### src/rtl/mrpt_pkg.sv
// Package for the Miller-Rabin block: widths, commands and status.
`default_nettype none
package mrpt_pkg;
	localparam int Width = 32;
	localparam int ExpBits = $clog2(Width + 1);
	localparam int BitBits = $clog2(Width);

	typedef logic [Width-1:0] word_t;

	typedef enum logic [2:0] {
		CMD_NONE,
		CMD_LOAD,
		CMD_STRIP,
		CMD_MUL,
		CMD_SQR
	} cmd_op_t;

	typedef struct packed {
		cmd_op_t      op;
		logic         sel_base;
	} cmd_t;

	typedef struct packed {
		logic busy;
		logic d_odd;
		logic a_zero;
		logic x_one;
		logic x_nm1;
		logic e_zero;
		logic e_lsb;
		logic [ExpBits-1:0] s;
	} status_t;
endpackage
`default_nettype wire

### src/rtl/mrpt_ctrl.sv
// Controller: sequences one Miller round and keeps the running verdict.
`default_nettype none
module mrpt_ctrl (
	input  wire logic              clk,
	input  wire logic              arst_n,
	input  wire logic              in_fire,
	input  wire mrpt_pkg::word_t   cand,
	input  wire logic              last,
	input  wire logic              out_taken,
	input  wire mrpt_pkg::status_t status,
	output mrpt_pkg::cmd_t         cmd,
	output logic                   in_rdy,
	output logic                   out_vld,
	output logic                   out_prime,
	output logic                   out_triv
);
	import mrpt_pkg::*;

	typedef enum logic [3:0] {
		ST_IDLE, ST_RED, ST_STRIP, ST_POW, ST_MULW, ST_SQRW, ST_CHK,
		ST_SQ, ST_SQW, ST_DONE
	} state_t;

	state_t state_q;
	logic passed_q, last_q, triv_q;
	logic [ExpBits-1:0] k_q;
	logic small_cand, small_pass;

	assign small_cand = (cand <= word_t'(4));
	assign small_pass = (cand == word_t'(2)) || (cand == word_t'(3));
	assign in_rdy = (state_q == ST_IDLE);

	always_ff @(posedge clk or negedge arst_n) begin
		cmd_t cmd_d;
		if (!arst_n) begin
			state_q <= ST_IDLE;
			passed_q <= 1'b1;
			last_q <= 1'b0;
			triv_q <= 1'b0;
			k_q <= '0;
			out_vld <= 1'b0;
			out_prime <= 1'b0;
			out_triv <= 1'b0;
			cmd <= '{op: CMD_NONE, sel_base: 1'b0};
		end else begin
			cmd_d = '{op: CMD_NONE, sel_base: 1'b0};
			if (out_vld && out_taken) out_vld <= 1'b0;
			case (state_q)
				ST_IDLE: begin
					if (in_fire) begin
						last_q <= last;
						triv_q <= small_cand;
						if (small_cand) begin
							passed_q <= passed_q & small_pass;
							state_q <= ST_DONE;
						end else begin
							cmd_d = '{op: CMD_LOAD, sel_base: 1'b0};
							state_q <= ST_RED;
						end
					end
				end
				ST_RED: if (!status.busy && cmd.op == CMD_NONE) begin
					if (status.a_zero) state_q <= ST_DONE;
					else state_q <= ST_STRIP;
				end
				ST_STRIP: if (cmd.op == CMD_NONE) begin
					if (status.d_odd) state_q <= ST_POW;
					else cmd_d = '{op: CMD_STRIP, sel_base: 1'b0};
				end
				ST_POW: begin
					if (status.e_zero) state_q <= ST_CHK;
					else if (status.e_lsb) begin
						cmd_d = '{op: CMD_MUL, sel_base: 1'b0};
						state_q <= ST_MULW;
					end else begin
						cmd_d = '{op: CMD_SQR, sel_base: 1'b1};
						state_q <= ST_SQRW;
					end
				end
				ST_MULW: if (!status.busy && cmd.op == CMD_NONE) begin
					cmd_d = '{op: CMD_SQR, sel_base: 1'b1};
					state_q <= ST_SQRW;
				end
				ST_SQRW: if (!status.busy && cmd.op == CMD_NONE) state_q <= ST_POW;
				ST_CHK: begin
					k_q <= ExpBits'(1);
					if (status.x_one || status.x_nm1) state_q <= ST_DONE;
					else state_q <= ST_SQ;
				end
				ST_SQ: begin
					if (k_q >= status.s) begin
						passed_q <= 1'b0;
						state_q <= ST_DONE;
					end else begin
						cmd_d = '{op: CMD_SQR, sel_base: 1'b0};
						state_q <= ST_SQW;
					end
				end
				ST_SQW: if (!status.busy && cmd.op == CMD_NONE) begin
					k_q <= k_q + ExpBits'(1);
					if (status.x_nm1) state_q <= ST_DONE;
					else if (status.x_one) begin
						passed_q <= 1'b0;
						state_q <= ST_DONE;
					end else state_q <= ST_SQ;
				end
				ST_DONE: begin
					if (!out_vld) begin
						if (last_q) begin
							out_vld <= 1'b1;
							out_prime <= passed_q;
							out_triv <= triv_q;
							passed_q <= 1'b1;
						end
						state_q <= ST_IDLE;
					end
				end
				default: state_q <= ST_IDLE;
			endcase
			cmd <= cmd_d;
		end
	end
endmodule
`default_nettype wire

### config.mk
export PLATFORM = sky130hd
export DESIGN_NAME = mrpt_ctrl
export DESIGN_NICKNAME = d
export VERILOG_FILES = /design/src/rtl/mrpt_pkg.sv /design/src/rtl/mrpt_ctrl.sv
export SDC_FILE = /design/constraint.sdc
export NUM_CORES = 1
export LEC_CHECK = 0
export BUFFER_PORTS_ARGS = -buffer_cell sky130_fd_sc_hd__buf_2
export CAP_MARGIN = 0
export CORE_MARGIN = 2
export CORE_UTILIZATION = 50
export DETAILED_ROUTE_END_ITERATION = 10
export PLACE_DENSITY = 0.9
export SLEW_MARGIN = 20
export SYNTH_ARGS = -nofsm -noshare
export SYNTH_HDL_FRONTEND = slang
export SYNTH_SLANG_ARGS = --single-unit
### constraint.sdc
create_clock -name clk -period 2.55 [get_ports clk]
set_input_delay 0.1275 -clock clk [delete_from_list [all_inputs] [get_ports clk]]
set_output_delay 0.1275 -clock clk [all_outputs]
set_load 0.02 [all_outputs]
Yosys cells after proc, flatten, opt, wreduce, memory -nomap -nowiden
Index checks and enable logic that the tools add are counted.

Register bits after elaboration: 20. Bits of input ports: 50. Output and inout bits: 8. Word-level logic and storage cells: 94.

Add/sub/neg operators: 1. $lt $le $gt $ge: 2. Equality and inequality tests: 24. Muxes and demuxes: 41. Bitwise gates (word level): 2. Reduce and logical (&&, ||, !) cells: 14.

Operator list (number): 4-bit two-way mux (17); 32-bit by 2-bit == test with 1-bit output (second input constant) (2); 4-bit one-hot mux with 10 select lines (1); 32-bit by 3-bit less-or-equal comparator with 1-bit output (second input constant) (1); 2-bit inequality test (second input constant) (12); 4-bit one-hot mux with 5 select lines (1); 4-bit by 3-bit == test with 1-bit output (second input constant) (4); 1-bit two-way mux (14); 6-bit one-hot mux with 2 select lines (1); 9-bit AND reduction (1); 4-bit by 2-bit == test with 1-bit output (second input constant) (2); 4-bit == test (second input constant) (2); 8-bit AND reduction (1); 6-bit by 1-bit adder with 6-bit output (second input constant) (1); 6-bit >= comparator (1); 2-bit two-way mux (3); 3-bit two-way mux (2); 6-bit two-way mux (1); 4-bit by 1-bit == test with 1-bit output (second input constant) (1); 4-bit logical NOT (1); 1-bit one-hot mux with 4 select lines (1); 2-bit AND reduction (2); 4-bit nonzero test (1); 3-bit logical NOT (1); 8 further kinds (10).

Longest topological paths before layout
Depth after elaboration: 6. Depth in mapped cells: 7. Mapped depth without buffers: 7.

Worst setup path before layout
No wires, ideal clock.

Path type: register to register. Start point: register state_q[1]. End point: register passed_q. Library setup time: 0.082 ns. Arrival: 1.651 ns. Required time: 2.468 ns. Path slack: 0.817 ns. Stages on the path, launching flop included: 5. Path buffers: 0. Period minus slack after synthesis: 1.733 ns. Path through: dfrtp_1 or4b_4 o221a_1 o311ai_1 mux2_2.

Word-level cells in the longest chain between the ends: 3. Elaborated cells between the ends (all ways): 15. Classes of those cells: eq/ne (11); mux (1); reduce/logical (3).

RTL lines: from (decl) (RTL line mrpt_ctrl.sv:24) `state_t state_q;`; from (signal assigned) (RTL line mrpt_ctrl.sv:36) `state_q <= ST_IDLE;`; from (signal assigned) (RTL line mrpt_ctrl.sv:55) `state_q <= ST_DONE;`; from (signal assigned) (RTL line mrpt_ctrl.sv:58) `state_q <= ST_RED;`; 4-bit by 3-bit == test with 1-bit output (tied with other cells) (RTL line mrpt_ctrl.sv:48) `case (state_q)`; 2-bit inequality test (no line) (tied with other cells); 9-bit AND reduction (no line); to (signal assigned) (RTL line mrpt_ctrl.sv:54) `passed_q <= passed_q & small_pass;`; to (decl) (RTL line mrpt_ctrl.sv:25) `logic passed_q, last_q, triv_q;`.

Parallel ways exist; a longest one is shown, timed or not. A chain may end at the register's enable or synchronous reset.

Final worst setup path
Start point: register state_q[1]. End point: register cmd[3] in the netlist's numbering.

Word-level cells in the longest chain between the ends: 2. Elaborated cells between the ends (all ways): 6. Classes of those cells: eq/ne (4); mux (1); reduce/logical (1).

RTL lines: 4-bit by 3-bit == test with 1-bit output (tied with other cells) (RTL line mrpt_ctrl.sv:48); 4-bit one-hot mux with 5 select lines (*) (RTL line mrpt_ctrl.sv:48); to (signal assigned) (RTL line mrpt_ctrl.sv:44) `cmd <= '{op: CMD_NONE, sel_base: 1'b0};`; to (signal assigned) (RTL line mrpt_ctrl.sv:120) `cmd <= cmd_d;`; to (decl) (RTL line mrpt_ctrl.sv:11) `output mrpt_pkg::cmd_t cmd,`.

Every way passes the cells marked *; elsewhere a longest branch is shown, timed or not.

==> impl_results.md <==
* FF+latch count, synth at 20
* Die height at approximately 58 um
* Latest clock arrival within the worst-skew pair at 0.32 ns
* DP Area at 1770 um2
* Comb pwr share at 0.457
* Max clock buf depth at 2
* Synthesized area per cell at 9.20 um2
* CTS tree: yes
* Die area at 3390 um2
* Number of buffers added on ports at 57
* Fmax at roughly 480 MHz
* CTS Root Cell: clkbuf_4
* Status: completed
* Std-Cell Rows at 19
* Synthesis-to-finish area growth at 24.9%
* Sequential cell area fraction in the yosys report at 0.341
* CP Max Fanout at 15
* Final period demand of the worst path at approximately 2.1 ns
* Hold crit path type: in2reg
* DR vias at 1,495
* Initial DRC Count at 52
* Layout Nets at 277
* Slew headroom at 0.616
* First-pass GRT wire length at 6.08 mm
* Antenna cell count at 0
* Reg power frac at 0.369
* Critical-path cell list: inv_1 > or4_4 > nor3_2 > a41o_2 > nand2b_1
* Final Setup Violations at 0
* Pwr Total at 1570 uW
* Post-route core utilization at 0.661
* Initial core utilization at 0.529
* Gr usage total at 0.235
* Yosys top cell area share at 0.323
* Antenna viol nets, final at 0
* Largest net degree at the start of global routing at 21
* Setup TNS at 0 ns
* Reg-to-reg slack, setup at between 0.4 and 0.5 ns
* Clock sinks at 20
* Final Cycle Share at 0.816
* Pwr dens at between 800 and 900 nW/um2
* Unrepaired setup endpoints after global routing: no
* Synth Flop Type: dfrtp_1
* WL/cell at 14.6 um
* CP endpoint kind: register
* Cell taking the most area after synthesis: dfrtp_1
* YS warnings at 0
* Hold Slack at 0.0427 ns
* Final Wtd Congestion at 0.926
* Top-count cell post-synth: dfrtp_1
* P_int at 894 uW
* VDD IR max at between 0.0006 and 0.0007 V
* Max stage delay on crit path at approximately 0.69 ns
* Synthesized cell area at 1470 um2
* Ys async rst share at 1.00
* Worst Clk Skew at 0.00985 ns
* # DRC at 0
* Switching part of the total at 0.431
* Critical path arrival at 2.34 ns
* Detail Placement HPWL at 2.97 mm
* Design area at 1840 um2
* Critical path launch point type: register
* Width of the die at 58.2 um
* CTS H-tree depth at 1
* Post-cts sizing count at 0
* GRT Residual Overflow at 0
* Switch Pwr at 678 uW
* Clk pwr share at 0.174
* Crit path kind: reg2reg
* Commonest cells post-synth: dfrtp_1, nand2_1, nor2_1, o21ai_0, inv_1
* Core ar. at 2780 um2
* Antenna violations before repair at 0
* Post-synthesis cell type count at 50
* Syn_nets at 217
* Clock transition at path regs at between 0.1 and 0.15 ns
* Worst endpoint required time at 2.81 ns
* TritonCTS Buffers at 3
* Vias/cell at 5.98
* Leak pwr at 0.000914 uW
* Number of global-route vias before repair at between 1,000 and 1,500
* Slowest CP cell: dfrtp_1
* WL final at 3.64 mm
* Cells after synthesis at 160
* Top cells by area, synth: dfrtp_1, ha_1, nand2_1, mux2_2, o21ai_0
* DR pass1 iterations at 4
* Final hold vios at 0
* Num ports at 58
* Slew Limit Fails at 0
* Maximum capacitance violations at 0
* Share of post-route cells with drive strength above 1 at 0.379
* Worst-margin pin slew at 0.576 ns
* Number of synthesized flops with an enable pin at 0
[worst max-delay path, delay by kind of cell, from the launching register on]
family	cells	cell delay (ns)
and+or+nand+nor	3	0.91
DFF	1	0.69
buffers and inverters	1	0.25
AOI/OAI and AO/OA	1	0.17
[worst paths after layout]
path / from / to / depth (start not counted)
max: state_q[1] / cmd[3] / 5
max in group asynchronous: arst_n / passed_q / 2
min in group asynchronous: arst_n / k_q[5] / 2
min reg2reg: out_triv / out_triv / 1
min: last / last_q / 2
max reg2reg: state_q[1] / cmd[3] / 5
[power groups by stage]
stage,Clock (uW),Combinational (uW),Sequential [uW]
finish,274,718,580
global route,288,798,604
CTS,275,717,576
detailed placement,0,714,583
global placement,0,686,579
floorplan,0,586,522
[sequential cells by signal, summed over array words and instances, names as in the netlist]
signal     cells
out_prime      1
last_q         1
state_q        4
k_q            6
cmd            4
out_triv       1
passed_q       1
out_vld        1
triv_q         1
[placed cells by master, fill, tap and decap left out, types with 2 or more instances in the layout]
master / synthesis / layout
o211ai_1: 2 / 2
nand2_1: 18 / 18
nand3_1: 2 / 2
buf_2: 0 / 57
nor4_1: 7 / 7
inv_1: 9 / 9
nand4_1: 4 / 4
ha_1: 7 / 7
a31oi_1: 2 / 2
mux2_2: 5 / 5
nor3_1: 7 / 7
nor2_1: 10 / 10
clkbuf_4: 1 / 3
o21ai_0: 10 / 10
dlygate4sd3_1: 0 / 2
o21ai_1: 3 / 3
and3_1: 3 / 3
o31ai_1: 2 / 2
nor4_2: 2 / 2
nor3b_1: 2 / 2
nor4b_2: 2 / 2
a21o_1: 3 / 3
dfrtp_1: 19 / 19
xnor2_1: 4 / 4
or3_1: 3 / 3
nand2b_1: 3 / 3
a21oi_1: 4 / 4
[kinds of logic after synthesis]
logic type	share of synthesized area
AO/OA/AOI/OAI	0.185
XOR/XNOR	0.0238
adder cells (fa/ha/maj)	0.0595
buffers and inverters	0.0527
flip-flops	0.341
multiplexers	0.0383
AND/OR/NAND/NOR	0.300
[metal layers]
layer / GRT usage / wire length, um / up-vias
met5: 0 / 0 / -
met4: 0.0797 / 75 / 0
met3: 0.0290 / 311 / 8
met2: 0.442 / 1890 / 85
met1: 0.272 / 1370 / 682
li1: - / - / 720
[area by class of cell]
cell class | instances | area, um2
Tap cell | 31 | 38.8
Timing Repair Buffer | 60 | 313
Clock inverter | 1 | 30.0
Inverter | 10 | 40.0
Fill cell | 225 | 943
Multi-Input combinational cell | 125 | 892
Clock buffer | 3 | 22.5
Sequential cell | 20 | 502
[through the flow]
step,std cells,setup WS (ns)
finish,250,0.468
global route,250,0.351
CTS,250,0.479
detailed placement,244,0.516
global placement,244,0.562
floorplan,160,0.817
[timing repair]
item                                    4_1_cts  5_1_grt
endpoints found under the setup margin        0        0
hold buffers                                  2        0
buffers inserted                              0        0
endpoints found under the hold margin        20        0
Power figures use the tool's default switching activity.
